<file path="config.mk">
export PLATFORM = sky130hd
export DESIGN_NAME = ctbd_level_lane
export DESIGN_NICKNAME = d
export VERILOG_FILES = /design/src/rtl/ctbd_pkg.sv /design/src/rtl/ctbd_level_lane.sv
export SDC_FILE = /design/constraint.sdc
export NUM_CORES = 1
export LEC_CHECK = 0
export BUFFER_PORTS_ARGS = -buffer_cell sky130_fd_sc_hd__buf_4
export CAP_MARGIN = 20
export CELL_PAD_IN_SITES_DETAIL_PLACEMENT = 1
export CELL_PAD_IN_SITES_GLOBAL_PLACEMENT = 2
export CORE_ASPECT_RATIO = 1.1
export CORE_MARGIN = 2
export CORE_UTILIZATION = 38
export CTS_CLUSTER_DIAMETER = 40
export DETAILED_ROUTE_END_ITERATION = 10
export PLACE_DENSITY = 0.84
export RECOVER_POWER = 25
export SYNTH_ARGS = -nofsm -noshare
export SYNTH_HDL_FRONTEND = slang
export SYNTH_SLANG_ARGS = --single-unit
</file>
<file path="constraint.sdc">
create_clock -name clk -period 9.35 [get_ports clk]
set_input_delay 0.935 -clock clk [delete_from_list [all_inputs] [get_ports clk]]
set_output_delay 0.935 -clock clk [all_outputs]
set_load 0.05 [all_outputs]
</file>
<file path="src/rtl/ctbd_pkg.sv">
// ----------------------------------------------------------------------------
// ctbd_pkg
// Shared constants, types and constant-divisor helpers for the block decoder.
// ----------------------------------------------------------------------------
package ctbd_pkg;

  localparam logic [1:0] FMT_DXT1 = 2'd0;
  localparam logic [1:0] FMT_DXT5 = 2'd1;
  localparam logic [1:0] FMT_ATI2 = 2'd2;

  localparam int CFG_AW = 3;
  localparam int CFG_DW = 32;
  localparam logic CFG_IDX_FORMAT = 1'b0;

  localparam int TEXELS = 16;
  localparam int CNT_W  = $clog2(TEXELS);
  localparam logic [CNT_W-1:0] CNT_LAST = CNT_W'(TEXELS - 1);

  localparam logic [7:0] BLUE_ATI2  = 8'd128;
  localparam logic [7:0] FULL_LEVEL = 8'd255;

  typedef logic [3:0][7:0] cpal_t;
  typedef logic [7:0][7:0] lpal_t;
  typedef logic [2:0][7:0] rgb_t;

  typedef struct packed {
    cpal_t        red;
    cpal_t        green;
    cpal_t        blue;
    lpal_t        lev_a;
    lpal_t        lev_b;
    logic         four;
    logic [31:0]  cidx;
    logic [47:0]  aidx;
    logic [47:0]  bidx;
  } pal_set_t;

  // floor(x/d) with m = floor(2^s/d) and x < 2^s; estimate is low by at most one
  function automatic logic [15:0] recip_div(input logic [15:0] x, input logic [15:0] d,
                                            input logic [15:0] m, input logic [4:0] s);
    logic [31:0] p;
    logic [15:0] q;
    logic [15:0] r;
    p = 32'(x) * 32'(m);
    q = 16'(p >> s);
    r = x - 16'(32'(q) * 32'(d));
    if (r >= d) q = q + 16'd1;
    return q;
  endfunction

  function automatic logic [7:0] exp5(input logic [4:0] v);
    return 8'(recip_div(16'({v, 8'd0}) - 16'(v), 16'd31, 16'd264, 5'd13));
  endfunction

  function automatic logic [7:0] exp6(input logic [5:0] v);
    return 8'(recip_div(16'({v, 8'd0}) - 16'(v), 16'd63, 16'd260, 5'd14));
  endfunction

  function automatic logic [7:0] div3(input logic [15:0] x);
    return 8'(recip_div(x, 16'd3, 16'd341, 5'd10));
  endfunction

  function automatic logic [7:0] div5(input logic [15:0] x);
    return 8'(recip_div(x, 16'd5, 16'd409, 5'd11));
  endfunction

  function automatic logic [7:0] div7(input logic [15:0] x);
    return 8'(recip_div(x, 16'd7, 16'd292, 5'd11));
  endfunction

endpackage

</file>
<file path="src/rtl/ctbd_level_lane.sv">
// ----------------------------------------------------------------------------
// ctbd_level_lane
// One alpha-style channel: two 8-bit endpoints to a registered 8-level table.
// ----------------------------------------------------------------------------
module ctbd_level_lane (
  input  logic             clk,
  input  logic             en,
  input  logic [7:0]       v0,
  input  logic [7:0]       v1,
  output ctbd_pkg::lpal_t  lev
);
  import ctbd_pkg::*;

  lpal_t lev_r;
  lpal_t lev_nxt;

  always_comb begin
    lev_nxt    = '0;
    lev_nxt[0] = v0;
    lev_nxt[1] = v1;
    if (v0 > v1) begin
      for (int i = 1; i <= 6; i++) begin
        lev_nxt[1 + i] = div7(16'(7 - i) * 16'(v0) + 16'(i) * 16'(v1));
      end
    end else begin
      for (int i = 1; i <= 4; i++) begin
        lev_nxt[1 + i] = div5(16'(5 - i) * 16'(v0) + 16'(i) * 16'(v1));
      end
      lev_nxt[6] = 8'd0;
      lev_nxt[7] = FULL_LEVEL;
    end
  end

  always_ff @(posedge clk) begin
    if (en) lev_r <= lev_nxt;
  end

  assign lev = lev_r;

endmodule

</file>
Word level (Yosys, flattened, before mapping)
Cells that the tools add are included.
{"block": "word_totals", "register_bits": 64, "latchBits": 0, "mem_bits_rw": 0, "mem_bits_ro": 0, "in_bits": 18, "output_inout_bits": 64, "word_cells": 86, "memories": 0}
{"block": "op_classes", "n_addsub": 30, "mul": 26, "div": 0, "order_cmp": 11, "eq_ne": 0, "n_shift": 0, "muxes": 11, "bitwise_logic": 0, "n_reduce_logical": 0}
{"cell": "greater-or-equal comparator 16 x 3 -> 1 bit (second input constant)", "count": 10}
{"cell": "adder 8 x 1 -> 8 bit (second input constant)", "count": 10}
{"cell": "multiplier 11 x 9 -> 20 bit (second input constant)", "count": 4}
{"cell": "2-to-1 mux 8 bit", "count": 10}
{"cell": "subtractor 11 x 12 -> 13 bit", "count": 6}
{"cell": "multiplier 12 x 7 -> 19 bit (second input constant)", "count": 4}
{"cell": "multiplier 9 x 3 -> 12 bit (second input constant)", "count": 6}
{"cell": "subtractor 12 x 13 -> 14 bit", "count": 4}
{"cell": "multiplier 10 x 3 -> 13 bit (second input constant)", "count": 4}
{"cell": "multiplier 2 x 8 -> 10 bit (first input constant)", "count": 4}
{"cell": "multiplier 11 x 7 -> 18 bit (second input constant)", "count": 2}
{"cell": "2-to-1 mux 32 bit", "count": 1}
{"cell": "adder 10 x 10 -> 11 bit", "count": 2}
{"cell": "multiplier 3 x 8 -> 11 bit (first input constant)", "count": 2}
{"cell": "adder 11 x 8 -> 12 bit", "count": 1}
{"cell": "adder 11 x 9 -> 12 bit", "count": 1}
{"cell": "adder 8 x 11 -> 12 bit", "count": 1}
{"cell": "adder 9 x 11 -> 12 bit", "count": 1}
{"cell": "adder 10 x 8 -> 11 bit", "count": 1}
{"cell": "adder 10 x 9 -> 11 bit", "count": 1}
{"cell": "adder 8 x 10 -> 11 bit", "count": 1}
{"cell": "adder 9 x 10 -> 11 bit", "count": 1}
{"cell": "greater-than comparator 8 bit", "count": 1}

Depth between registers and ports, before layout
{"block": "depth", "ltp_word": 8, "depth_mapped": 45, "mapped_depth_nobuf": 44}

Worst setup path before layout
Ideal clock, no wire load.
{"block": "synth_path", "path_kind": "input to register", "startpoint": "in v1[0]", "endpoint": "reg lev_r (netlist bit lev[36]), data pin", "setup_ps": 259, "arrival_time_ps": 9869, "required_time_ps": 9091, "slack_ps": -778, "cell_stages": 41, "path_buffers": 0, "cell_sequence": "ha_1 fa_1 a21oi_1 nor2_1 nor2_1 nor2b_1 o21ai_0 nand2b_1 xor2_1 inv_1 ha_1 xnor2_1 inv_1 ha_1 inv_1 fa_1 inv_1 fa_1 (+5 left out) nand3_1 a311oi_1 nor2_1 nor2_1 xnor2_1 ha_1 fa_1 inv_1 ha_1 a21oi_1 nor2_1 a311oi_1 nand3_1 a311oi_1 nand4_1 o311a_1 and3_1 a211o_1"}
{"item": "start, declared", "line": "ctbd_level_lane.sv:9", "rtl": "input logic [7:0] v1,"}
{"item": "end signal, assigned", "line": "ctbd_level_lane.sv:35", "rtl": "if (en) lev_r <= lev_nxt;"}
{"item": "end, declared", "line": "ctbd_level_lane.sv:14", "rtl": "lpal_t lev_r;"}

==> results.md <==
- Final hold vios: 0
- Worst Setup Start Kind: input pin
- Initial DRT Pass Iterations: 5
- Initial Utilization: a little under two fifths
- Num rows: 107
- DR vias: 28830
- Area grow syn2layout: 40.1%
- Initial antenna violation count: 2
- Global Route Usage Sum: 24.7%
- Initial drt markers: about 1000
- Layout cells sized above 1: approximately 34%
- Worst setup margin: -0.379 ns
- Synth area leader: ha_1
- Post-synth EDFFs: 64
- Register area: 1920 um^2
- CTS H-Tree Depth: 3
- ANT cells: 0
- Top-area cell type share of the netlist area: 31.3%
- Post-synthesis async set-or-reset flop share: 0%
- I/O pin total: a little over 80
- Synth warnings: 0
- Worst Tran Pin Value: 0.826 ns
- Placer Congestion: between 0.8 and 0.9
- Die width: 270 um
- Num CTS Buffers: 9
- Max_slew headroom: 44.7%
- Period utilization: 104%
- CTS tree: done
- DIE HEIGHT: approximately 300 um
- Crit path max fanout: 4
- GRT overflow: 0
- Yosys cell types: 99
- Ys flop type: edfxtp_1
- Dpl cell area: between 30000 and 40000 um^2
- Most frequent cells in the layout: 945 x buf_4, 655 x ha_1, 612 x inv_1
- CP max-delay cell: fa_1
- Syn nets: 4369
- Largest net degree at the start of global routing: 41
- Commonest non-fill, non-tap cell in the layout: buf_4
- Clock slew at reported path FFs: ~0.070 ns
- CP peak stage delay: 0.59 ns
- Status: finished, violations left
- Post-Syn Area: slightly below 30000 um^2
- Critical Path AT: 9.89 ns
- Post-DR vias/cell: 5.38
- Filler instances: 8933
- Post-DP HPWL: 83.8 mm
- Vias in the first global route: 30912
- Multi-input logic area: 27900 um^2
- Synthesis-stage register bit count: 64
- Hold Crit Class: in2reg
- Antenna viol nets, final: 0
- Sequential share of the synthesized area: ~6.5%
- Synth top area cells: ha_1 31%, fa_1 17%, inv_1 8.4%
- Fmax: 103 MHz
- Pre-CTS WS: -0.871 ns
- Drt total wl: approximately 120 mm
- Routed WL per cell: 21.7 um
- CTS Root Cell: clkbuf_16
- Period minus WS final: 9.73 ns
- Critical path type: in2reg
- Layout Nets: 5328
- Max FFs per register: 64
- RSZ-0062 raised after global routing: yes
- Die area: roughly 80000 um^2
- I/O Buffers: 81
- Crit. End Element: flop
- Slew Limit Fails: 0
- Max cap viols: 0
- CTS Sinks: 64
- Synthesized area per cell: 8.78 um^2
- Post-route DRC: 0
- WP data required: between 9 and 10 ns
- First-pass GRT wire length: 157 mm
- Core area: 77200 um^2
- Final Cell Area: 41400 um^2
- Mapped Cells: ~3400
- Failing checks: setup timing
- Count of final setup violators: 16
- Bufs on Longest Clock Path: 2
## kinds of logic (layout without fill, tap and decap cells)
| kind of cell | count (synthesis) | after routing | share of synthesized area, % |
|---|---|---|---|
| simple gates | 604 | 604 | 10.6 |
| flops | 64 | 64 | 6.51 |
| fa+ha+maj | 987 | 987 | 48.2 |
| buf+inv | 690 | 1650 | 8.81 |
| compound gates | 666 | 667 | 14.9 |
| xor+xnor | 281 | 281 | 8.42 |
| mux | 72 | 72 | 2.54 |
## what timing repair did
item                                    in CTS  in global routing
resized for setup                          133                333
endpoints found under the setup margin      48                 48
cloned                                       1                  0
hold buffers                                 0                  0
pin swaps                                  103                241
buffers inserted                            31                 59
## worst max-delay path: cells and delay by family
kind	cells	cell delay, ns
adder cells (fa/ha/maj)	11	4.14
AO/OA/AOI/OAI	9	2.16
AND/OR/NAND/NOR	14	1.61
XOR/XNOR	3	0.53
buffers and inverters	6	0.46
## cells in the mapped netlist (all sizes together) (9+ instances only)
cell	n
xor2	91
edfxtp	64
clkbuf	20
a21o	81
a21oi	202
o21ai	122
nor4	12
mux2	14
a31oi	21
nor2b	39
nand2b	41
nand2	118
or2	14
a211o	10
o211ai	9
inv	660
and4	10
o21bai	59
nor3	31
a211oi	28
nand3b	9
nor2	146
mux2i	58
and3	32
nand3	63
or3	15
xnor2	190
o21a	30
ha	738
fa	249
buf	10
and2	18
nand4	25
## path summary, 6_finish.rpt
kind              startpoint                end  slack, ns  depth (start not counted)
hold / removal         v0[1]   lev[1]$_DFFE_PP_       0.91                          2
setup / recovery       v1[0]  lev[36]$_DFFE_PP_      -0.38                         43
## through the flow
step | setup TNS, ns | utilization (%) | hold WS, ns | cells
6_report | -4.94 | 53.5 | 0.913 | 5360
3_3_place_gp | -17.50 | 49.1 | 1.35 | 5258
4_1_cts | 0 | 50.6 | 0.892 | 5302
5_1_grt | -15.96 | 53.5 | 0.912 | 5360
2_1_floorplan | -0.150 | - | 1.03 | 3364
3_5_place_dp | -32.01 | 49.1 | 1.35 | 5258
## cell type report
class,instances,share of cell area [%]
clock buffer,10,0.554
clock inverter,3,0.0303
inverter,660,6.01
multi-input combinational,2611,67.5
sequential,64,4.65
tap,1035,3.13
timing repair buffer,977,18.1
## per-layer routing
metal	global-route usage [%]	vias to the layer above	routed length, um
met2	47.3	695	61400
met1	27.6	14343	44300
li1	-	13411	-
met3	2.87	377	3750
met5	0	-	30
met4	10.4	4	6750
Power is left out: the tool's default activity adds up to more than one toggle a clock period on the data nets, which glitch-free logic cannot reach.
