`config.mk`:
```
export PLATFORM = sky130hd
export DESIGN_NAME = ctbd_emit_flat
export DESIGN_NICKNAME = d
export VERILOG_FILES = /design/src/rtl/ctbd_pkg.sv /design/src/rtl/ctbd_if.sv /design/src/rtl/ctbd_emit.sv /design/src/flat_wrapper.sv
export SDC_FILE = /design/constraint.sdc
export NUM_CORES = 1
export LEC_CHECK = 0
export BUFFER_PORTS_ARGS = -buffer_cell sky130_fd_sc_hd__buf_4
export CAP_MARGIN = 20
export CORE_AREA = 2 2 157 159
export DETAILED_ROUTE_END_ITERATION = 6
export DIE_AREA = 0 0 159 161
export SLEW_MARGIN = 15
export SYNTH_ARGS = -nofsm -noshare
export SYNTH_HDL_FRONTEND = slang
export SYNTH_SLANG_ARGS = --single-unit
```
`constraint.sdc`:
```
create_clock -name clk -period 4.5 [get_ports clk]
set_clock_uncertainty 0.15 [all_clocks]
set_input_delay 0.225 -clock clk [delete_from_list [all_inputs] [get_ports clk]]
set_output_delay 0.225 -clock clk [all_outputs]
set_load 0.05 [all_outputs]
```
`src/rtl/ctbd_pkg.sv`:
```
// ----------------------------------------------------------------------------
// ctbd_pkg
// Shared constants, types and constant-divisor helpers for the block decoder.
// ----------------------------------------------------------------------------
package ctbd_pkg;

  localparam logic [1:0] FMT_DXT1 = 2'd0;
  localparam logic [1:0] FMT_DXT5 = 2'd1;
  localparam logic [1:0] FMT_ATI2 = 2'd2;

  localparam int CFG_AW = 3;
  localparam int CFG_DW = 32;
  localparam logic CFG_IDX_FORMAT = 1'b0;

  localparam int TEXELS = 16;
  localparam int CNT_W  = $clog2(TEXELS);
  localparam logic [CNT_W-1:0] CNT_LAST = CNT_W'(TEXELS - 1);

  localparam logic [7:0] BLUE_ATI2  = 8'd128;
  localparam logic [7:0] FULL_LEVEL = 8'd255;

  typedef logic [3:0][7:0] cpal_t;
  typedef logic [7:0][7:0] lpal_t;
  typedef logic [2:0][7:0] rgb_t;

  typedef struct packed {
    cpal_t        red;
    cpal_t        green;
    cpal_t        blue;
    lpal_t        lev_a;
    lpal_t        lev_b;
    logic         four;
    logic [31:0]  cidx;
    logic [47:0]  aidx;
    logic [47:0]  bidx;
  } pal_set_t;

  // floor(x/d) with m = floor(2^s/d) and x < 2^s; estimate is low by at most one
  function automatic logic [15:0] recip_div(input logic [15:0] x, input logic [15:0] d,
                                            input logic [15:0] m, input logic [4:0] s);
    logic [31:0] p;
    logic [15:0] q;
    logic [15:0] r;
    p = 32'(x) * 32'(m);
    q = 16'(p >> s);
    r = x - 16'(32'(q) * 32'(d));
    if (r >= d) q = q + 16'd1;
    return q;
  endfunction

  function automatic logic [7:0] exp5(input logic [4:0] v);
    return 8'(recip_div(16'({v, 8'd0}) - 16'(v), 16'd31, 16'd264, 5'd13));
  endfunction

  function automatic logic [7:0] exp6(input logic [5:0] v);
    return 8'(recip_div(16'({v, 8'd0}) - 16'(v), 16'd63, 16'd260, 5'd14));
  endfunction

  function automatic logic [7:0] div3(input logic [15:0] x);
    return 8'(recip_div(x, 16'd3, 16'd341, 5'd10));
  endfunction

  function automatic logic [7:0] div5(input logic [15:0] x);
    return 8'(recip_div(x, 16'd5, 16'd409, 5'd11));
  endfunction

  function automatic logic [7:0] div7(input logic [15:0] x);
    return 8'(recip_div(x, 16'd7, 16'd292, 5'd11));
  endfunction

endpackage

```
`src/rtl/ctbd_if.sv`:
```


interface ctbd_out_if;
  logic       valid;
  logic       ready;
  logic [7:0] red;
  logic [7:0] green;
  logic [7:0] blue;
  logic [7:0] alpha;
  logic [1:0] texel_row;
  logic [1:0] texel_col;
  logic       last;

  modport source (output valid, output red, output green, output blue, output alpha,
                  output texel_row, output texel_col, output last, input ready);
  modport sink   (input valid, input red, input green, input blue, input alpha,
                  input texel_row, input texel_col, input last, output ready);
endinterface

```
`src/rtl/ctbd_emit.sv`:
```
// ----------------------------------------------------------------------------
// ctbd_emit
// Merges lane palettes into registered texels, one per cycle unless stalled.
// ----------------------------------------------------------------------------
module ctbd_emit (
  input  logic               clk,
  input  logic               rst_n,
  input  logic [1:0]         fmt,
  input  logic               s2_valid,
  input  ctbd_pkg::pal_set_t pal,
  output logic               done,
  ctbd_out_if.source         out_txl
);
  import ctbd_pkg::*;

  logic [CNT_W-1:0] cnt_r;
  logic [CNT_W-1:0] cnt_nxt;
  logic             out_valid_r;
  logic             out_valid_nxt;
  logic             out_load;
  logic [7:0]       red_r, green_r, blue_r, alpha_r;
  logic [7:0]       red_nxt, green_nxt, blue_nxt, alpha_nxt;
  logic [1:0]       ci;
  logic [2:0]       ai;
  logic [2:0]       bi;
  logic [5:0]       lbase;

  assign out_load = s2_valid && (!out_valid_r || out_txl.ready);
  assign done     = out_load && (cnt_r == CNT_LAST);

  assign lbase = 6'({cnt_r, 1'b0}) + 6'(cnt_r);
  assign ci    = pal.cidx[{cnt_r, 1'b0} +: 2];
  assign ai    = pal.aidx[lbase +: 3];
  assign bi    = pal.bidx[lbase +: 3];

  always_comb begin
    red_nxt   = pal.red[ci];
    green_nxt = pal.green[ci];
    blue_nxt  = pal.blue[ci];
    alpha_nxt = FULL_LEVEL;
    case (fmt)
      FMT_DXT5: begin
        alpha_nxt = pal.lev_a[ai];
      end
      FMT_ATI2: begin
        red_nxt   = pal.lev_a[ai];
        green_nxt = pal.lev_b[bi];
        blue_nxt  = BLUE_ATI2;
      end
      default: begin
        if (!pal.four && ci == 2'd3) alpha_nxt = 8'd0;
      end
    endcase
  end

  always_comb begin
    cnt_nxt       = cnt_r;
    out_valid_nxt = out_valid_r;
    if (out_load) begin
      cnt_nxt       = cnt_r + 1'b1;
      out_valid_nxt = 1'b1;
    end else if (out_txl.ready) begin
      out_valid_nxt = 1'b0;
    end
  end

  always_ff @(posedge clk) begin
    if (!rst_n) begin
      cnt_r       <= '0;
      out_valid_r <= 1'b0;
    end else begin
      cnt_r       <= cnt_nxt;
      out_valid_r <= out_valid_nxt;
    end
  end

  logic [CNT_W-1:0] pos_r;

  always_ff @(posedge clk) begin
    if (out_load) begin
      red_r   <= red_nxt;
      green_r <= green_nxt;
      blue_r  <= blue_nxt;
      alpha_r <= alpha_nxt;
      pos_r   <= cnt_r;
    end
  end

  assign out_txl.valid     = out_valid_r;
  assign out_txl.red       = red_r;
  assign out_txl.green     = green_r;
  assign out_txl.blue      = blue_r;
  assign out_txl.alpha     = alpha_r;
  assign out_txl.texel_row = pos_r[3:2];
  assign out_txl.texel_col = pos_r[1:0];
  assign out_txl.last      = (pos_r == CNT_LAST);

  a_done_has_block: assert property (@(posedge clk) disable iff (!rst_n)
    done |-> s2_valid) else $error("block finished with no block held");

  a_mid_block_held: assert property (@(posedge clk) disable iff (!rst_n)
    (cnt_r != '0) |-> s2_valid) else $error("texel count running without a block");

  a_last_position: assert property (@(posedge clk) disable iff (!rst_n)
    (out_txl.valid && out_txl.last) |->
      (out_txl.texel_row == 2'd3 && out_txl.texel_col == 2'd3))
    else $error("last flag away from final texel");

endmodule

```
`src/flat_wrapper.sv`:
```
// flat-port wrapper written by rule: the top's interface ports become plain ports
module ctbd_emit_flat import ctbd_pkg::*;
  (clk, rst_n, fmt, s2_valid, pal, done, out_txl_valid, out_txl_red, out_txl_green, out_txl_blue, out_txl_alpha, out_txl_texel_row, out_txl_texel_col, out_txl_last, out_txl_ready);
  ctbd_out_if out_txl_i ();
  input  logic clk;
  input  logic rst_n;
  input  logic [1:0] fmt;
  input  logic s2_valid;
  input  ctbd_pkg::pal_set_t pal;
  output logic done;
  output wire logic [$bits(out_txl_i.valid)-1:0] out_txl_valid;
  output wire logic [$bits(out_txl_i.red)-1:0] out_txl_red;
  output wire logic [$bits(out_txl_i.green)-1:0] out_txl_green;
  output wire logic [$bits(out_txl_i.blue)-1:0] out_txl_blue;
  output wire logic [$bits(out_txl_i.alpha)-1:0] out_txl_alpha;
  output wire logic [$bits(out_txl_i.texel_row)-1:0] out_txl_texel_row;
  output wire logic [$bits(out_txl_i.texel_col)-1:0] out_txl_texel_col;
  output wire logic [$bits(out_txl_i.last)-1:0] out_txl_last;
  input wire logic [$bits(out_txl_i.ready)-1:0] out_txl_ready;
  assign out_txl_valid = out_txl_i.valid;
  assign out_txl_red = out_txl_i.red;
  assign out_txl_green = out_txl_i.green;
  assign out_txl_blue = out_txl_i.blue;
  assign out_txl_alpha = out_txl_i.alpha;
  assign out_txl_texel_row = out_txl_i.texel_row;
  assign out_txl_texel_col = out_txl_i.texel_col;
  assign out_txl_last = out_txl_i.last;
  assign out_txl_i.ready = out_txl_ready;
  ctbd_emit u_core (.clk(clk), .rst_n(rst_n), .fmt(fmt), .s2_valid(s2_valid), .pal(pal), .done(done), .out_txl(out_txl_i));
endmodule
```
Word level (Yosys, flattened, before mapping)

Index checks and enable logic that the tools add are counted.

Register bits: 41
Input bits: 359
Output and inout bits: 39
Word-level logic and storage cells: 43

Add/subtract/negate cells: 2
$lt $le $gt $ge: 3
Eq/ne operators: 5
Shifts and indexed selects: 3
Mux-type cells: 16
Reduce and logical (&&, ||, !) cells: 7

Operators by type and width:

| operator            | number |
|---|---|
| $shiftx 48x7->3     | 2 |
| $mux 8              | 8 |
| $bmux 8 s2          | 3 |
| $bmux 8 s3          | 2 |
| $shiftx 32x6->2     | 1 |
| $pmux 8 s2          | 1 |
| $eq 4x4->1 const B  | 2 |
| $lt 3x4->1 const B  | 2 |
| $add 5x4->6         | 1 |
| $add 4x1->4 const B | 1 |
| $eq 2x2->1 const B  | 2 |
| $logic_and 1x1->1   | 3 |
| $lt 2x3->1 const B  | 1 |
| $eq 2x1->1 const B  | 1 |
| $logic_not 1->1     | 2 |
| $mux 1              | 2 |
| $reduce_bool 2->1   | 1 |
| $logic_or 1x1->1    | 1 |

Longest topological paths before layout

Depth in word-level cells: 5
Depth in mapped cells: 14
Depth with buffers taken out: 11

Worst setup path after synthesis

No wires, ideal clock.

Path type: register to register
Start: reg u_core.cnt_r[1]
End: reg u_core.alpha_r[1], in the netlist u_core.out_txl.alpha[1], data pin
Library setup time: 0.169 ns
Arrival time: 3.596 ns
Data required time: 4.181 ns
Slack: 0.585 ns
Cell stages (with the launch flop): 13
Path buffers: 2
Clock period less this slack: 3.915 ns
Cell sequence: dfxtp_1 clkbuf_1 inv_1 fa_1 xor2_2 mux4_2 a21oi_1 a2111oi_0 or3_1 and2_1 buf_1 a22o_1 o31ai_1

Cells in the longest elaborated chain, start to end: 5
Elaborated cells between the ends (all ways): 9
Those cells by class: add/sub: 1; eq/ne: 1; shift: 2; mux: 4; reduce/logical: 1

Ends and longest elaborated chain:

| item                                            | line                             | RTL |
|---|---|---|
| start: declaration                              | ctbd_emit.sv:16                  | `logic [CNT_W-1:0] cnt_r;` |
| start signal: assignment                        | ctbd_emit.sv:72                  | `cnt_r <= cnt_nxt;` |
| $add 5x4->6 or $shiftx 32x6->2 (tied branches)  | ctbd_emit.sv:31, ctbd_emit.sv:32 |  |
| $shiftx 48x7->3 or $eq 2x2->1 (tied branches)   | ctbd_emit.sv:33, ctbd_emit.sv:51 |  |
| $bmux 8 s3 or $logic_and 1x1->1 (tied branches) | ctbd_emit.sv:43, ctbd_emit.sv:51 |  |
| $mux 8, on equally long branches                | ctbd_emit.sv:43, ctbd_emit.sv:51 |  |
| $pmux 8 s2 *                                    | ctbd_emit.sv:41                  | `case (fmt)` |
| named net u_core.alpha_nxt[1]                   | ctbd_emit.sv:22                  | `logic [7:0] red_nxt, green_nxt, blue_nxt, alpha_nxt;` |
| end signal: assignment                          | ctbd_emit.sv:84                  | `alpha_r <= alpha_nxt;` |
| end: declaration                                | ctbd_emit.sv:21                  | `logic [7:0] red_r, green_r, blue_r, alpha_r;` |

The timed path passes the listed nets; every way through them passes the cells marked *. The select of a mux whose other input is x is not followed.
A chain may end at the register's enable or synchronous reset.

Worst setup path after layout

Start: reg u_core.cnt_r[1]
End: reg u_core.alpha_r[7], in the netlist u_core.out_txl.alpha[7], data pin

Same word-level chain as after synthesis.

==> results.sh <==
export IMPL_syn_area_sq_um=6070
export IMPL_overflow=0
export IMPL_clk_latency_ps=290
export IMPL_placed_area_sq_um=9355
export IMPL_slew_viol_final=0
export IMPL_dp_slack_ps=526.5
export IMPL_start_util_pct=25.33
export IMPL_seq_area_sq_um=1185
export IMPL_fin_tns_setup_ps=0
export IMPL_max_freq_mhz=246.7
export IMPL_ys_seq_area_share_pct=19.46
export IMPL_cts_sinks=41
export IMPL_worst_slew_pin_slew_ps=835.2
export IMPL_vias=6147
export IMPL_grt_antenna_before_repair=2
export IMPL_post_route_cell_area_sq_um=9530
export IMPL_wl_met1_um=10140
export IMPL_rows=57
export IMPL_vdd_ir_drop_max_uv=144.5
export IMPL_dr_pass1_iters=5
export IMPL_r2r_slack_ps=450
export IMPL_setup_viol=0
export IMPL_synth_warnings=0
export IMPL_synth_area_leader_cell="mux4_2"
export IMPL_p_leak_nw=4.020
export IMPL_viasPerCell=5.179
export IMPL_die_area_sq_um=25600
export IMPL_synth_flop_cell="edfxtp_1"
export IMPL_highest_layer="met5"
export IMPL_wl_met2_um=12370
export IMPL_gp_congestion=0.8910
export IMPL_critPathRequiredTime_ps=4350
export IMPL_dieHeight_um=161
export IMPL_cts_htree_levels=2
export IMPL_ys_ff_latch=41
export IMPL_layout_nets=1227
export IMPL_final_hold_violation_count=0
export IMPL_maxCapViolations=0
export IMPL_grt_start_max_net_pins=87
export IMPL_track_usage_pct=19.15
export IMPL_drt_total_wl_um=25080
export IMPL_holdCritPathClass="primary input to flop"
export IMPL_endpoint_kind="flop"
export IMPL_setup_ws_ps=446.6
export IMPL_core_area_sq_um=23960
export IMPL_numCtsBuffers=5
export IMPL_root_buffer="clkbuf_16"
export IMPL_synth_async_sr_flop_share_pct=0
export IMPL_drive_gt1_share_pct=64.97
export IMPL_start_kind="flop"
export IMPL_syn_num_nets=847
export IMPL_die_x_um=159
export IMPL_drc_errors=0
export IMPL_ant_nets=0
export IMPL_outcome="finished clean"
export IMPL_ys_types=52
export IMPL_synthCells=481
export IMPL_area_growth_pct=57.02
export IMPL_hpwl_um=20760
export IMPL_cts_tree="yes"
export IMPL_avgSynthCellArea_sq_um=12.62
export IMPL_synth_top_cell_area_share_pct=37.85
export IMPL_met3_length_um=2274
export IMPL_grt_pass1_wl_um=38420
export IMPL_postCtsResizedCells=0
export IMPL_synth_edf_count=36
export IMPL_clk_pin_slew_ps=70
export IMPL_max_slew_margin_pct=44.20
export IMPL_place_port_buffers=397
export IMPL_finalCritPeriodShare_pct=90.07
export IMPL_grt_pass1_vias=6507
export IMPL_rsz0062_at_grt="false"
export IMPL_crit_type="flop to flop"
export IMPL_ioPinCount=398
export IMPL_fin_util_pct=39.77
export IMPL_post_drt_wl_per_cell_um=21.13
export IMPL_nFillCells=2389
export IMPL_arrival_ps=3900
export IMPL_ys_top_cells_by_area="mux4_2, edfxtp_1, mux2i_1, mux2_2, o31ai_1"
export IMPL_min_period_ps=4053
export IMPL_power_density_nw_per_um2=256.6
export IMPL_multi_input_area_sq_um=4571
export IMPL_critPathMaxFanout=11
export IMPL_first_iter_violations=341
export IMPL_cts_path_max_buffers=2
-- power by group --
| part | internal, mW | switching [mW] |
|---|---|---|
| registers | 0.478 | 0.0188 |
| clock network | 0.204 | 0.166 |
| logic | 0.822 | 0.756 |
-- synth_stat cells, types with 3 or more instances --
library cell / number
mux4_2: 102
mux2i_1: 58
edfxtp_1: 36
mux2_2: 27
o31ai_1: 19
nor2b_1: 17
a22o_1: 16
o22ai_1: 16
nand2_1: 15
nand3_1: 14
a21oi_1: 13
and2_1: 12
buf_2: 12
buf_4: 11
a211oi_1: 10
clkbuf_1: 10
nor2_1: 10
inv_1: 8
mux2_1: 8
nor3_1: 8
buf_6: 7
ha_1: 6
dfxtp_1: 5
a2111oi_0: 3
buf_1: 3
-- what timing repair did --
item	CTS	global route
setup buffers	0	0
hold buffers	1	0
hold endpoints to repair	1	0
-- worst max-delay path, cell delays in order (launching register included) --
cell       delay (ps)
dfxtp_1           350
buf_4             230
ha_1              260
and3b_1           190
or4_1             560
and2_0            190
buf_4             160
a2111oi_0         350
or3_1             240
nor2b_1           690
a22o_1            300
o31ai_1            80
-- sequential cells by signal, indices dropped and copies added (netlist names) --
| signal | flops |
|---|---|
| u_core.out_txl.blue | 8 |
| u_core.cnt_r | 4 |
| u_core.out_txl.alpha | 8 |
| u_core.out_txl.red | 8 |
| u_core.out_txl.green | 8 |
| u_core.out_txl.valid | 1 |
| u_core.pos_r | 4 |
-- path summary, 6_finish.rpt --
path,startpoint,depth (start not counted),end
max,u_core.cnt_r[1]$_SDFFE_PN0P_,11,u_core.out_txl.alpha[7]$_DFFE_PP_
min,rst_n,2,u_core.cnt_r[2]$_SDFFE_PN0P_
max reg2reg,u_core.cnt_r[1]$_SDFFE_PN0P_,11,u_core.out_txl.alpha[7]$_DFFE_PP_
min reg2reg,u_core.cnt_r[2]$_SDFFE_PN0P_,1,u_core.pos_r[2]$_DFFE_PP_
-- through the flow --
step,cells,hold slack (ps),total power [mW]
after floorplan,481,192.6,1.580
after global placement,1176,297.5,2.075
after detailed placement,1176,306.2,2.079
after CTS,1185,41.69,2.466
after global routing,1186,46.68,2.587
final,1187,46.39,2.446
-- cell usage in the layout (no fill, tap or decap), drive strengths merged, types with 3 or more instances in the layout --
master   count
a2111oi      3
a211oi      10
a21oi       13
a22o        16
and2        13
buf        417
clkbuf       5
clkinv       3
dfxtp        5
edfxtp      36
ha           6
inv          8
mux2        35
mux2i       58
mux4       102
nand2       15
nand3       15
nor2        10
nor2b       17
nor3         8
o21ai        4
o22ai       16
o31ai       19
-- layer usage --
| layer | GRT usage, % | up-vias |
|---|---|---|
| met5 | 0 | - |
| met4 | 3.802 | 2 |
| met3 | 4.648 | 17 |
| met2 | 32.61 | 347 |
| met1 | 24.96 | 2981 |
| li1 | - | 2800 |
-- cell type report --
class	count	share of cell area, %
clock inverter	3	0.1838
tap	324	4.254
antenna	1	0.02626
sequential	41	12.43
inverter	9	0.3545
timing repair buffer	418	33.48
clock buffer	5	1.313
multi-input combinational	386	47.96
-- logic make-up after synthesis --
group                    count (synthesis)  synth area share [%]
adder cells (fa/ha/maj)                  7                 1.567
multiplexers                           195                 53.91
AO/OA/AOI/OAI                           90                 10.76
flip-flops                              41                 19.46
XOR/XNOR                                 4                0.7010
AND/OR/NAND/NOR                         90                 8.019
buffers and inverters                   54                 5.587
(Power assumes the default switching activity.)
