<file path="src/rtl/ctbd_pkg.sv">
// ----------------------------------------------------------------------------
// ctbd_pkg
// Shared constants, types and constant-divisor helpers for the block decoder.
// ----------------------------------------------------------------------------
package ctbd_pkg;

  localparam logic [1:0] FMT_DXT1 = 2'd0;
  localparam logic [1:0] FMT_DXT5 = 2'd1;
  localparam logic [1:0] FMT_ATI2 = 2'd2;

  localparam int CFG_AW = 3;
  localparam int CFG_DW = 32;
  localparam logic CFG_IDX_FORMAT = 1'b0;

  localparam int TEXELS = 16;
  localparam int CNT_W  = $clog2(TEXELS);
  localparam logic [CNT_W-1:0] CNT_LAST = CNT_W'(TEXELS - 1);

  localparam logic [7:0] BLUE_ATI2  = 8'd128;
  localparam logic [7:0] FULL_LEVEL = 8'd255;

  typedef logic [3:0][7:0] cpal_t;
  typedef logic [7:0][7:0] lpal_t;
  typedef logic [2:0][7:0] rgb_t;

  typedef struct packed {
    cpal_t        red;
    cpal_t        green;
    cpal_t        blue;
    lpal_t        lev_a;
    lpal_t        lev_b;
    logic         four;
    logic [31:0]  cidx;
    logic [47:0]  aidx;
    logic [47:0]  bidx;
  } pal_set_t;

  // floor(x/d) with m = floor(2^s/d) and x < 2^s; estimate is low by at most one
  function automatic logic [15:0] recip_div(input logic [15:0] x, input logic [15:0] d,
                                            input logic [15:0] m, input logic [4:0] s);
    logic [31:0] p;
    logic [15:0] q;
    logic [15:0] r;
    p = 32'(x) * 32'(m);
    q = 16'(p >> s);
    r = x - 16'(32'(q) * 32'(d));
    if (r >= d) q = q + 16'd1;
    return q;
  endfunction

  function automatic logic [7:0] exp5(input logic [4:0] v);
    return 8'(recip_div(16'({v, 8'd0}) - 16'(v), 16'd31, 16'd264, 5'd13));
  endfunction

  function automatic logic [7:0] exp6(input logic [5:0] v);
    return 8'(recip_div(16'({v, 8'd0}) - 16'(v), 16'd63, 16'd260, 5'd14));
  endfunction

  function automatic logic [7:0] div3(input logic [15:0] x);
    return 8'(recip_div(x, 16'd3, 16'd341, 5'd10));
  endfunction

  function automatic logic [7:0] div5(input logic [15:0] x);
    return 8'(recip_div(x, 16'd5, 16'd409, 5'd11));
  endfunction

  function automatic logic [7:0] div7(input logic [15:0] x);
    return 8'(recip_div(x, 16'd7, 16'd292, 5'd11));
  endfunction

endpackage

</file>
<file path="src/rtl/ctbd_color_lane.sv">
// ----------------------------------------------------------------------------
// ctbd_color_lane
// One colour channel: two expanded endpoints to a registered 4-entry palette.
// ----------------------------------------------------------------------------
module ctbd_color_lane (
  input  logic             clk,
  input  logic             en,
  input  logic [7:0]       e0,
  input  logic [7:0]       e1,
  input  logic             four,
  output ctbd_pkg::cpal_t  pal
);
  import ctbd_pkg::*;

  cpal_t pal_r;
  cpal_t pal_nxt;

  always_comb begin
    pal_nxt[0] = e0;
    pal_nxt[1] = e1;
    if (four) begin
      pal_nxt[2] = div3(16'({e0, 1'b0}) + 16'(e1));
      pal_nxt[3] = div3(16'(e0) + 16'({e1, 1'b0}));
    end else begin
      pal_nxt[2] = 8'((9'(e0) + 9'(e1)) >> 1);
      pal_nxt[3] = 8'd0;
    end
  end

  always_ff @(posedge clk) begin
    if (en) pal_r <= pal_nxt;
  end

  assign pal = pal_r;

endmodule

</file>
<file path="config.mk">
export PLATFORM = sky130hd
export DESIGN_NAME = ctbd_color_lane
export DESIGN_NICKNAME = d
export VERILOG_FILES = /design/src/rtl/ctbd_pkg.sv /design/src/rtl/ctbd_color_lane.sv
export SDC_FILE = /design/constraint.sdc
export NUM_CORES = 1
export LEC_CHECK = 0
export BUFFER_PORTS_ARGS = -buffer_cell sky130_fd_sc_hd__buf_2
export CAP_MARGIN = 20
export CORE_ASPECT_RATIO = 1.2
export CORE_MARGIN = 2
export CORE_UTILIZATION = 57
export CTS_CLUSTER_SIZE = 16
export DETAILED_ROUTE_END_ITERATION = 10
export HOLD_SLACK_MARGIN = 0.15
export PLACE_DENSITY = 0.89
export SETUP_SLACK_MARGIN = 0.2
export SLEW_MARGIN = 20
export SYNTH_ARGS = -nofsm -noshare
export SYNTH_HDL_FRONTEND = slang
export SYNTH_SLANG_ARGS = --single-unit
</file>
<file path="constraint.sdc">
create_clock -name clk -period 10.2 [get_ports clk]
set_clock_uncertainty 0.15 [all_clocks]
set_input_delay 2.04 -clock clk [delete_from_list [all_inputs] [get_ports clk]]
set_output_delay 2.04 -clock clk [all_outputs]
set_load 0.01 [all_outputs]
</file>
Yosys cells after proc, flatten, opt, wreduce, memory -nomap -nowiden --
Cells that the tools add are included. W data, S select, Z words.
Word-level totals: flip-flop bits (word level) 32, latch bits 0, bits in writable memories 0, ROM bits 0, input port bits 19, output and inout bits 32, word-level logic and storage cells 20, memories kept 0
Operators by class: $add $sub $neg 7, $mul 4, divide/modulo/power cells 0, magnitude comparators 2, eq/ne operators 0, shift operators 0, mux-type cells 3, bitwise gates (word level) 0, reduce and logical (&&, ||, !) cells 0
Operators with widths (number):
- $mul A10 B9 Y19 const B | 2
- $ge A16 B2 Y1 const B | 2
- $mux W8 | 3
- $sub A10 B11 Y12 | 2
- $mul A9 B2 Y11 const B | 2
- $add A8 B1 Y8 const B | 2
- $add A8 B9 Y10 | 1
- $add A9 B8 Y10 | 1
- $add A8 B8 Y9 | 1

Logic depth before layout (Yosys ltp) --
Gate-level depths: netlist of the first run.
depth after elaboration 7, gate-level depth with buffers 34, depth with buffers taken out 34

Worst setup path after synthesis of the first run --
No wires, ideal clock.
path kind input -> register, start point in e0[1], end point reg pal_r (netlist bit pal[29]), data pin, library setup time 0.254 ns, arrival 9.619 ns, data required time 9.796 ns, path slack 0.176 ns, stages 34, path buffers 0, path through ha_1 > fa_1 > a21oi_1 > nor2_1 > nor2_1 > o21bai_1 > a21oi_1 > nor2b_1 > o21a_1 > ha_1 > ha_1 > inv_1 > fa_1 > fa_1 > inv_1 > ha_1 > a21oi_1 > nor2_1 > nor2_1 > a21boi_0 > o21a_1 > or3_1 > and2_1 > inv_1 > fa_1 > ha_1 > or4_4 > or2_0 > o221ai_1 > or3b_1 > a21o_1 > a311oi_4 > nor3_1 > o21a_1
On the way: word-level cells in the longest chain between the ends 6, elaborated cells between the ends (all ways) 7, classes of those cells add/sub: 3; mul: 2; order compare: 1; mux: 1
Ends and longest elaborated chain:
- from (decl) | RTL line ctbd_color_lane.sv:8 | input logic [7:0] e0,
- $add A8 B9 Y10 * | RTL line ctbd_color_lane.sv:23 | pal_nxt[3] = div3(16'(e0) + 16'({e1, 1'b0}));
- $mul A10 B9 Y19 | RTL line ctbd_pkg.sv:44 | p = 32'(x) * 32'(m);
- $mul A9 B2 Y11 | RTL line ctbd_pkg.sv:46 | r = x - 16'(32'(q) * 32'(d));
- $sub A10 B11 Y12 | RTL line ctbd_pkg.sv:46
- $ge A16 B2 Y1 | RTL line ctbd_pkg.sv:47 | if (r >= d) q = q + 16'd1;
- $mux W8 * | RTL line ctbd_pkg.sv:47
- to (signal assigned) | RTL line ctbd_color_lane.sv:31 | if (en) pal_r <= pal_nxt;
- to (decl) | RTL line ctbd_color_lane.sv:15 | cpal_t pal_r;
Every way passes the cells marked *; elsewhere a longest branch is shown, timed or not. A chain may end at the register's enable or synchronous reset.

Final worst setup path of the first run --
Same ends and word-level chain as after synthesis.

==> reports/summary.txt, run 1 <==
=================================================================================
Post-synthesis compound-gate area fraction                                 0.1590
Most congested layer reported by global routing                              met2
Max stage delay on crit path                                              0.61 ns
Number of warnings issued by yosys                                              0
Number of instances in the synthesized netlist                                715
First-pass iteration count of the detailed router                               7
Clock slew seen by the registers of the worst setup and hold paths        0.06 ns
Arrival time worst endpoint                                              10.07 ns
Worst min-delay path category                                        input port to flip-flop
Core area                                                             11040 sq um
FFs w/ async S/R, synth                                                         0
Post-synthesis cell type with the largest combined area                      ha_1
Count of endpoints failing setup in the final report                            0
Width of the die                                                     100.9 microns
Fraction of the mapped netlist area in adder cells                         0.4227
Top-level I/O count                                                            51
Synth Area in XOR/XNOR                                                    0.05177
Sequential fraction of the synthesis area                                  0.1495
Placer Congestion                                                          0.9445
Number of pins with negative max-slew slack in the final report                 0
Simple-gate share of the synthesized area                                  0.1205
Time the worst path needs with I/O delays and setup                      10.05 ns
Crit path max-delay cell type                                                fa_1
Area of the mapped netlist                                             6429 sq um
Dominant cells by area after synthesis                               ha_1, fa_1, edfxtp_1
Count of buffers from port buffering                                           50
Number of enable flip-flop cells after synthesis                               32
Die ar.                                                               12150 sq um
Kind of cell with the highest combined delay on the critical path     adder cells
Number of different library cells in the post-synthesis netlist                63
Crit path buf inv count                                                         7
Number of maximum-capacitance constraint violations                             0
Final number of hold-violating endpoints                                        0
Initial drt markers                                                           538
Multiplexer fraction of the synthesized cell area                        0.008174
Met1 Usage GRT                                                             0.3076
Post-layout nets                                                             1045
Number of nets with antenna violations after routing                            0
CP required                                                              10.22 ns
Maximum number of pins on one net before global-route repair                   33
Initial Utilization                                                        0.5825
Filler cells                                                                  711
Routed wire length per instance                                      20.70 microns
Routed WL                                                                20.17 mm
CP Max Fanout                                                                   8
Register bit total from synthesis                                              32
Clock tree from TritonCTS                                                   built
Maximum clock rate                                                    0.09950 GHz
Share of cells above drive strength 1                                      0.2545
TritonCTS buffer count                                                          5
CTS root buf                                                            clkbuf_16
Total number of H-tree levels                                                   2
GR Overflow Total                                                               0
Total Routing Usage GR                                                     0.2989
Share of the core filled with cells                                        0.7221
Hold Path End                                                        pal[12]$_DFFE_PP_
CP Launch Type                                                         input port
Final routed DRC violation total                                                0
GRT met3 Usage                                                            0.04162
Wire length of the first global-routing pass                             28.21 mm
Hold Buf Count CTS                                                              0
M2 GR Usage                                                                0.5321
Slew Limit Headroom                                                        0.4927
Crit-path most repeated cell                                                 fa_1
Average via count per standard cell                                         6.252
Period Utilization, post-route                                             0.9854
Top-area cell type share of the netlist area                               0.2608
Number of flip-flops in the largest register                                   32
Outcome                                                              complete, no violations
Primary FF master, synth                                                 edfxtp_1
Via count                                                                    6089
DP Wirelength                                                            13.62 mm
Kind of end point of the critical path                                  flip-flop
Antenna violations before repair                                                1
Avg Inst Size Synth                                                   8.991 sq um
Category of the most critical setup path                             input port to flip-flop
Number of nets in the synthesized netlist                                     920
Clock Tree Buf Depth                                                            2
DIE HEIGHT                                                           120.3 microns
Area growth syn-to-layout                                                  23.96%
Main combinational cell family by area after synthesis                adder cells
Hold Startpoint                                                             e1[4]
Least-Margin Pin Slew                                                   0.7609 ns
Hold Path Depth                                                                 1
Count of standard-cell rows                                                    42
Via count of the first global-routing pass                                   6129
Number of sinks driven by the clock tree                                       32
=================================================================================
[synthesized netlist by cell type, drive strengths merged (4+ instances only)]
cell type	count
a31oi	5
a211oi	8
xnor2	23
xor2	15
or4	4
o2111ai	4
inv	142
clkbuf	4
a21o	10
nand3	11
o21bai	7
ha	134
or3	12
nor2b	6
nand4	4
or2	4
a21oi	41
nor4	6
nor3	7
edfxtp	32
nand2	27
o211ai	6
o31a	4
nor2	48
o21ai	27
o21a	11
fa	52
nand2b	8
[metrics by stage]
step / setup TNS, ns / instances / hold WS, ns / worst slack (ns) / cell area, sq um
3_3_place_gp: -0.06270 / 947 / 2.147 / -0.06270 / 7241
6_report: 0 / 974 / 1.854 / 0.1493 / 7969
2_1_floorplan: 0 / 715 / 1.989 / 0.2436 / 6429
5_1_grt: -0.5059 / 973 / 1.854 / -0.1095 / 7966
4_1_cts: 0 / 957 / 1.853 / 0.2110 / 7475
3_5_place_dp: -1.936 / 947 / 2.148 / -0.2055 / 7241
[kinds of logic (layout without fill, tap and decap cells)]
logic type      after synthesis  count (layout)
fa+ha+maj                   186             186
simple gates                152             153
compound gates              151             151
buf+inv                     149             274
xor+xnor                     38              38
flops                        32              32
mux                           5               5
other cells                   2               3
[layout make-up]
| type | count | area [sq um] | share of cell area |
|---|---|---|---|
| clock buffer | 5 | 125.1 | 0.01570 |
| clock inverter | 3 | 42.54 | 0.005338 |
| antenna | 1 | 2.502 | 0.0003140 |
| inverter | 143 | 539.3 | 0.06767 |
| tap | 132 | 165.2 | 0.02073 |
| multi-input combinational | 535 | 5331 | 0.6690 |
| sequential | 32 | 960.9 | 0.1206 |
| timing repair buffer | 123 | 802.0 | 0.1006 |
[routing by layer]
layer,part of all wire,vias up
li1,-,2741
met1,0.34,2884
met2,0.51,348
met3,0.072,116
met4,0.080,0
met5,0,-
[cells in the final DEF, fill, tap and decap left out, types with 11 or more instances in the layout]
cell type / n
ha_1: 115
xor2_1: 14
fa_1: 49
ha_4: 14
inv_1: 137
buf_4: 72
o21ai_0: 23
edfxtp_1: 32
or3_1: 11
nor2_1: 42
nand2_1: 27
xnor2_1: 19
a21oi_1: 32
buf_2: 50
[worst max path at each step]
stage	startpoint	to	slack, ns	cells past startpoint
6_report	e0[1]	pal[29]$_SDFFCE_PN0P_	0.15	36
5_1_grt	e1[0]	pal[30]$_SDFFCE_PN0P_	-0.11	36
4_1_cts	e0[0]	pal[17]$_DFFE_PP_	0.21	34
3_5_place_dp	e0[0]	pal[23]$_DFFE_PP_	-0.21	32
3_3_place_gp	e0[0]	pal[23]$_DFFE_PP_	-0.06	32
2_1_floorplan	e0[0]	pal[18]$_DFFE_PP_	0.24	32
[what timing repair did]
item | 4_1_cts | 5_1_grt
pin swaps | 6 | 62
gates cloned | 0 | 1
gates resized for setup | 15 | 68
setup endpoints to repair | 14 | 16
buffers inserted | 2 | 15
Power of run 1 is left out: the tool's default activity adds up to more than one toggle a clock period on the data nets, which glitch-free logic cannot reach.
==> run 2: changes to the inputs <==
--- a/config.mk
+++ b/config.mk
@@ -9,11 +9,12 @@
 export CAP_MARGIN = 20
 export CORE_ASPECT_RATIO = 1.2
 export CORE_MARGIN = 2
-export CORE_UTILIZATION = 57
+export CORE_UTILIZATION = 58
+export CTS_BUF_LIST = sky130_fd_sc_hd__clkbuf_8
 export CTS_CLUSTER_SIZE = 16
 export DETAILED_ROUTE_END_ITERATION = 10
 export HOLD_SLACK_MARGIN = 0.15
-export PLACE_DENSITY = 0.89
+export PLACE_DENSITY = 0.79
 export SETUP_SLACK_MARGIN = 0.2
 export SLEW_MARGIN = 20
 export SYNTH_ARGS = -nofsm -noshare
==> reports/summary.txt, run 2 (same netlist as run 1, synthesis figures left out) <==
=================================================================================
Area growth syn-to-layout                                                  24.25%
Average via count per standard cell                                         6.032
Number of flip-flops in the largest register                                   32
Width of the die                                                     100.1 microns
Crit path max-delay cell type                                                fa_1
Least-Margin Pin Slew                                                   0.7575 ns
Antenna fix cells                                                               0
Post-Route Setup TNS                                                         0 ns
Hold Buf Count CTS                                                              0
Maximum number of pins on one net before global-route repair                   33
Final number of hold-violating endpoints                                        0
Area taken by flip-flops and latches                                  960.9 sq um
Period Utilization, post-route                                             0.9725
Clock slew seen by the registers of the worst setup and hold paths        0.06 ns
Initial drt markers                                                           311
Max stage delay on crit path                                              0.56 ns
Routed WL                                                                18.62 mm
Area used by multi-input combinational logic                           5289 sq um
WL met3                                                               615 microns
TritonCTS buffer count                                                          5
Count of endpoints failing setup in the final report                            0
Met2 WL post-DR                                                          9.994 mm
Initial Utilization                                                        0.5881
RSZ-0062 raised after global routing                                         true
Die ar.                                                               11950 sq um
Outcome                                                              complete, no violations
Category of the most critical setup path                             input port to flip-flop
Number of maximum-capacitance constraint violations                             0
Share of cells above drive strength 1                                      0.2628
Count of standard-cell rows                                                    42
First-pass iteration count of the detailed router                               4
Placer Congestion                                                          0.9358
Clock Tree Buf Depth                                                            2
Via count of the first global-routing pass                                   6271
Leading cell type in the layout, fill and taps excluded                     inv_1
GR Overflow Total                                                               0
Routed wire length per instance                                      18.77 microns
Commonest cells after routing, fill and taps aside                   inv_1, ha_1, buf_4
Top-level I/O count                                                            51
Total number of H-tree levels                                                   2
CTS root buf                                                             clkbuf_8
Count of buffers from port buffering                                           50
DP Wirelength                                                            14.31 mm
Clock tree from TritonCTS                                                   built
CP Max Fanout                                                                   6
CP Launch Type                                                         input port
Crit-path most repeated cell                                                buf_4
Antenna violations before repair                                                0
Wire length on met1                                                      6.823 mm
Total Routing Usage GR                                                     0.2977
Number of sinks driven by the clock tree                                       32
Arrival time worst endpoint                                               9.92 ns
Time the worst path needs with I/O delays and setup                      9.919 ns
Core area                                                             10930 sq um
CP required                                                              10.20 ns
Kind of end point of the critical path                                  flip-flop
Slew Limit Headroom                                                        0.4950
Post-layout nets                                                             1067
Final routed DRC violation total                                                0
Maximum clock rate                                                     0.1008 GHz
Wire length of the first global-routing pass                             28.32 mm
Filler cells                                                                  764
Number of nets with antenna violations after routing                            0
Worst min-delay path category                                        input port to flip-flop
DIE HEIGHT                                                           119.3 microns
Via count                                                                    5984
Number of pins with negative max-slew slack in the final report                 0
Highest Signal Layer                                                         met4
=================================================================================
[run 2: cell count changes in the layout (fill, tap and decap cells not counted), moves of 3 or more]
cell	delta
buf_4	+22
clkbuf_16	-5
clkbuf_8	+5
ha_1	+8
ha_4	-8
a21oi_1	-3
xnor2_1	-3
[run 2: cell type report]
class	instances	area share
multi-input cells	535	0.6621
repair buffers	145	0.1211
flip-flops and latches	32	0.1203
inverters	143	0.06720
well taps	132	0.02068
clock buffers	5	0.008615
[run 2: worst paths after layout]
| check | start | end | slack [ns] | depth (start not counted) |
|---|---|---|---|---|
| min | e1[6] | pal[14]$_DFFE_PP_ | 1.84 | 1 |
| max | e0[0] | pal[19]$_DFFE_PP_ | 0.28 | 39 |
[run 2: per-layer routing]
metal	up-vias	global-route usage
li1	2772	-
met1	2962	0.3154
met2	171	0.5600
met3	79	0.03404
met4	0	0.1670
met5	-	0
[run 2: repair_timing]
item                       in CTS  in global routing
gates cloned                    0                  1
buffers inserted                2                 16
resized for setup              12                 66
setup endpoints to repair      15                 16
pin swaps                       5                 43
[run 2: critical path: cells and delay by family]
kind	cells	cell delay [ns]
simple gates	12	2.11
buf+inv	10	1.06
fa+ha+maj	9	3.17
xor+xnor	2	0.32
compound gates	6	1.19
[run 2: metrics by stage]
stage / hold WS, ns / setup slack, ns / util / instance area (sq um) / cells
floorplan: 1.989 / 0.2436 / - / 6429 / 715
global placement: 2.142 / 0.008791 / 0.6769 / 7398 / 968
detailed placement: 2.144 / -0.2854 / 0.6769 / 7398 / 968
CTS: 1.839 / 0.2123 / 0.6891 / 7532 / 975
global route: 1.845 / -0.03616 / 0.7308 / 7988 / 992
finish: 1.842 / 0.2808 / 0.7308 / 7988 / 992
Power of run 2 is left out for the same reason.
==> run 3: changes to the inputs <==
--- a/config.mk
+++ b/config.mk
@@ -15,6 +15,7 @@
 export DETAILED_ROUTE_END_ITERATION = 10
 export HOLD_SLACK_MARGIN = 0.15
 export PLACE_DENSITY = 0.79
+export RECOVER_POWER = 25
 export SETUP_SLACK_MARGIN = 0.2
 export SLEW_MARGIN = 20
 export SYNTH_ARGS = -nofsm -noshare
==> reports/summary.txt, run 3 (same netlist as run 1, synthesis figures left out) <==
=================================================================================
Number of pins with negative max-slew slack in the final report                33
Initial drt markers                                                           271
Placer Congestion                                                          0.9358
Number of sinks driven by the clock tree                                       32
Initial Utilization                                                        0.5881
Total number of H-tree levels                                                   2
Failing checks                                                       max-capacitance violations, max-slew violations
Post-place instance area                                               7398 sq um
Total Routing Usage GR                                                     0.2977
Number of maximum-capacitance constraint violations                             1
Commonest cells after routing, fill and taps aside                   inv_1, ha_1, buf_4
CP Launch Type                                                         input port
Top-level I/O count                                                            51
Number of flip-flops in the largest register                                   32
Share of cells above drive strength 1                                      0.2442
Crit-path most repeated cell                                                buf_4
Final number of hold-violating endpoints                                        0
Destination of the critical timing path                              pal[19]$_DFFE_PP_
Post-layout nets                                                             1067
CP required                                                              10.20 ns
Worst setup startpoint                                                      e0[0]
TritonCTS buffer count                                                          5
Area growth syn-to-layout                                                  23.82%
Wire length of the first global-routing pass                             28.32 mm
RSZ-0062 raised after global routing                                         true
Slew Limit Headroom                                                       -0.2224
Via count of the first global-routing pass                                   6271
Filler cells                                                                  778
Routed WL                                                                18.56 mm
Clock tree from TritonCTS                                                   built
Least-Margin Pin Slew                                                    1.834 ns
Final Instance Area                                                    7960 sq um
Via count                                                                    5965
CTS root buf                                                             clkbuf_8
Average via count per standard cell                                         6.013
Number of nets with antenna violations after routing                            0
Clock Tree Buf Depth                                                            2
Maximum number of pins on one net before global-route repair                   33
Worst min-delay path category                                        input port to flip-flop
Routed wire length per instance                                      18.71 microns
Period Utilization, post-route                                             0.9718
Setup slack after placement                                            -0.2854 ns
Fin Hold WS                                                              1.922 ns
Antenna fix cells                                                               0
Final routed DRC violation total                                                0
Category of the most critical setup path                             input port to flip-flop
Die ar.                                                               11950 sq um
Crit path max-delay cell type                                                fa_1
Worst setup slack after layout                                          0.2876 ns
Core area                                                             10930 sq um
DIE HEIGHT                                                           119.3 microns
Antenna violations before repair                                                0
GR Overflow Total                                                               0
Leading cell type in the layout, fill and taps excluded                     inv_1
Clock slew seen by the registers of the worst setup and hold paths        0.06 ns
First-pass iteration count of the detailed router                               6
Count of standard-cell rows                                                    42
DP Wirelength                                                            14.31 mm
Width of the die                                                     100.1 microns
Arrival time worst endpoint                                               9.92 ns
Max stage delay on crit path                                              0.56 ns
Kind of end point of the critical path                                  flip-flop
Count of buffers from port buffering                                           50
CP Max Fanout                                                                   6
Outcome                                                              finished, violations left
Time the worst path needs with I/O delays and setup                      9.912 ns
Maximum clock rate                                                     0.1009 GHz
Count of endpoints failing setup in the final report                            0
=================================================================================
## run 3: cell count changes in the layout (fill, tap and decap cells not counted), sizes merged
| cell | before | now |
|---|---|---|
| buf | 145 | 129 |
| clkbuf | 5 | 21 |
## run 3: how the worst min path moves through the flow
stage / from / endpoint / slack (ns) / depth (start not counted)
after floorplan: e0[0] / pal[0]$_DFFE_PP_ / 1.99 / 0
after detailed placement: e0[4] / pal[4]$_DFFE_PP_ / 2.14 / 1
after global placement: e1[6] / pal[14]$_DFFE_PP_ / 2.14 / 1
after CTS: e1[6] / pal[14]$_DFFE_PP_ / 1.84 / 1
final: e1[6] / pal[14]$_DFFE_PP_ / 1.92 / 1
after global routing: e0[4] / pal[4]$_DFFE_PP_ / 1.92 / 1
## run 3: per-layer routing
metal / share of wire / GRT usage
met1: 0.36 / 0.3154
met2: 0.54 / 0.5600
met3: 0.036 / 0.03404
met4: 0.064 / 0.1670
met5: 0 / 0
## run 3: cell type report
cell class / count / area [sq um] / share of cell area
clock buffers: 5 / 68.82 / 0.008645
multi-input cells: 535 / 5289 / 0.6644
inverters: 143 / 536.8 / 0.06743
repair buffers: 145 / 939.7 / 0.1180
well taps: 132 / 165.2 / 0.02075
flip-flops and latches: 32 / 960.9 / 0.1207
## run 3: critical path: cells and delay by family
kind                       cells  cell delay (ns)
and+or+nand+nor               12             2.10
adders and majority gates      9             3.17
xor gates and xnor gates       2             0.33
AOI/OAI and AO/OA              6             1.21
buffers and inverters         10             1.06
## run 3: per-stage QoR
stage / TNS [ns] / utilization / cells
after global routing: -0.2271 / 0.7283 / 992
after global placement: 0 / 0.6769 / 968
final: 0 / 0.7283 / 992
after CTS: 0 / 0.6891 / 975
after floorplan: 0 / - / 715
after detailed placement: -2.831 / 0.6769 / 968
## run 3: repair_timing
action | 4_1_cts | 5_1_grt
resized for setup | 12 | 66
buffers inserted | 2 | 16
setup endpoints to repair | 15 | 16
cloned | 0 | 1
pin swaps | 5 | 43
hold buffers | 0 | 0
Power of run 3 is left out for the same reason.
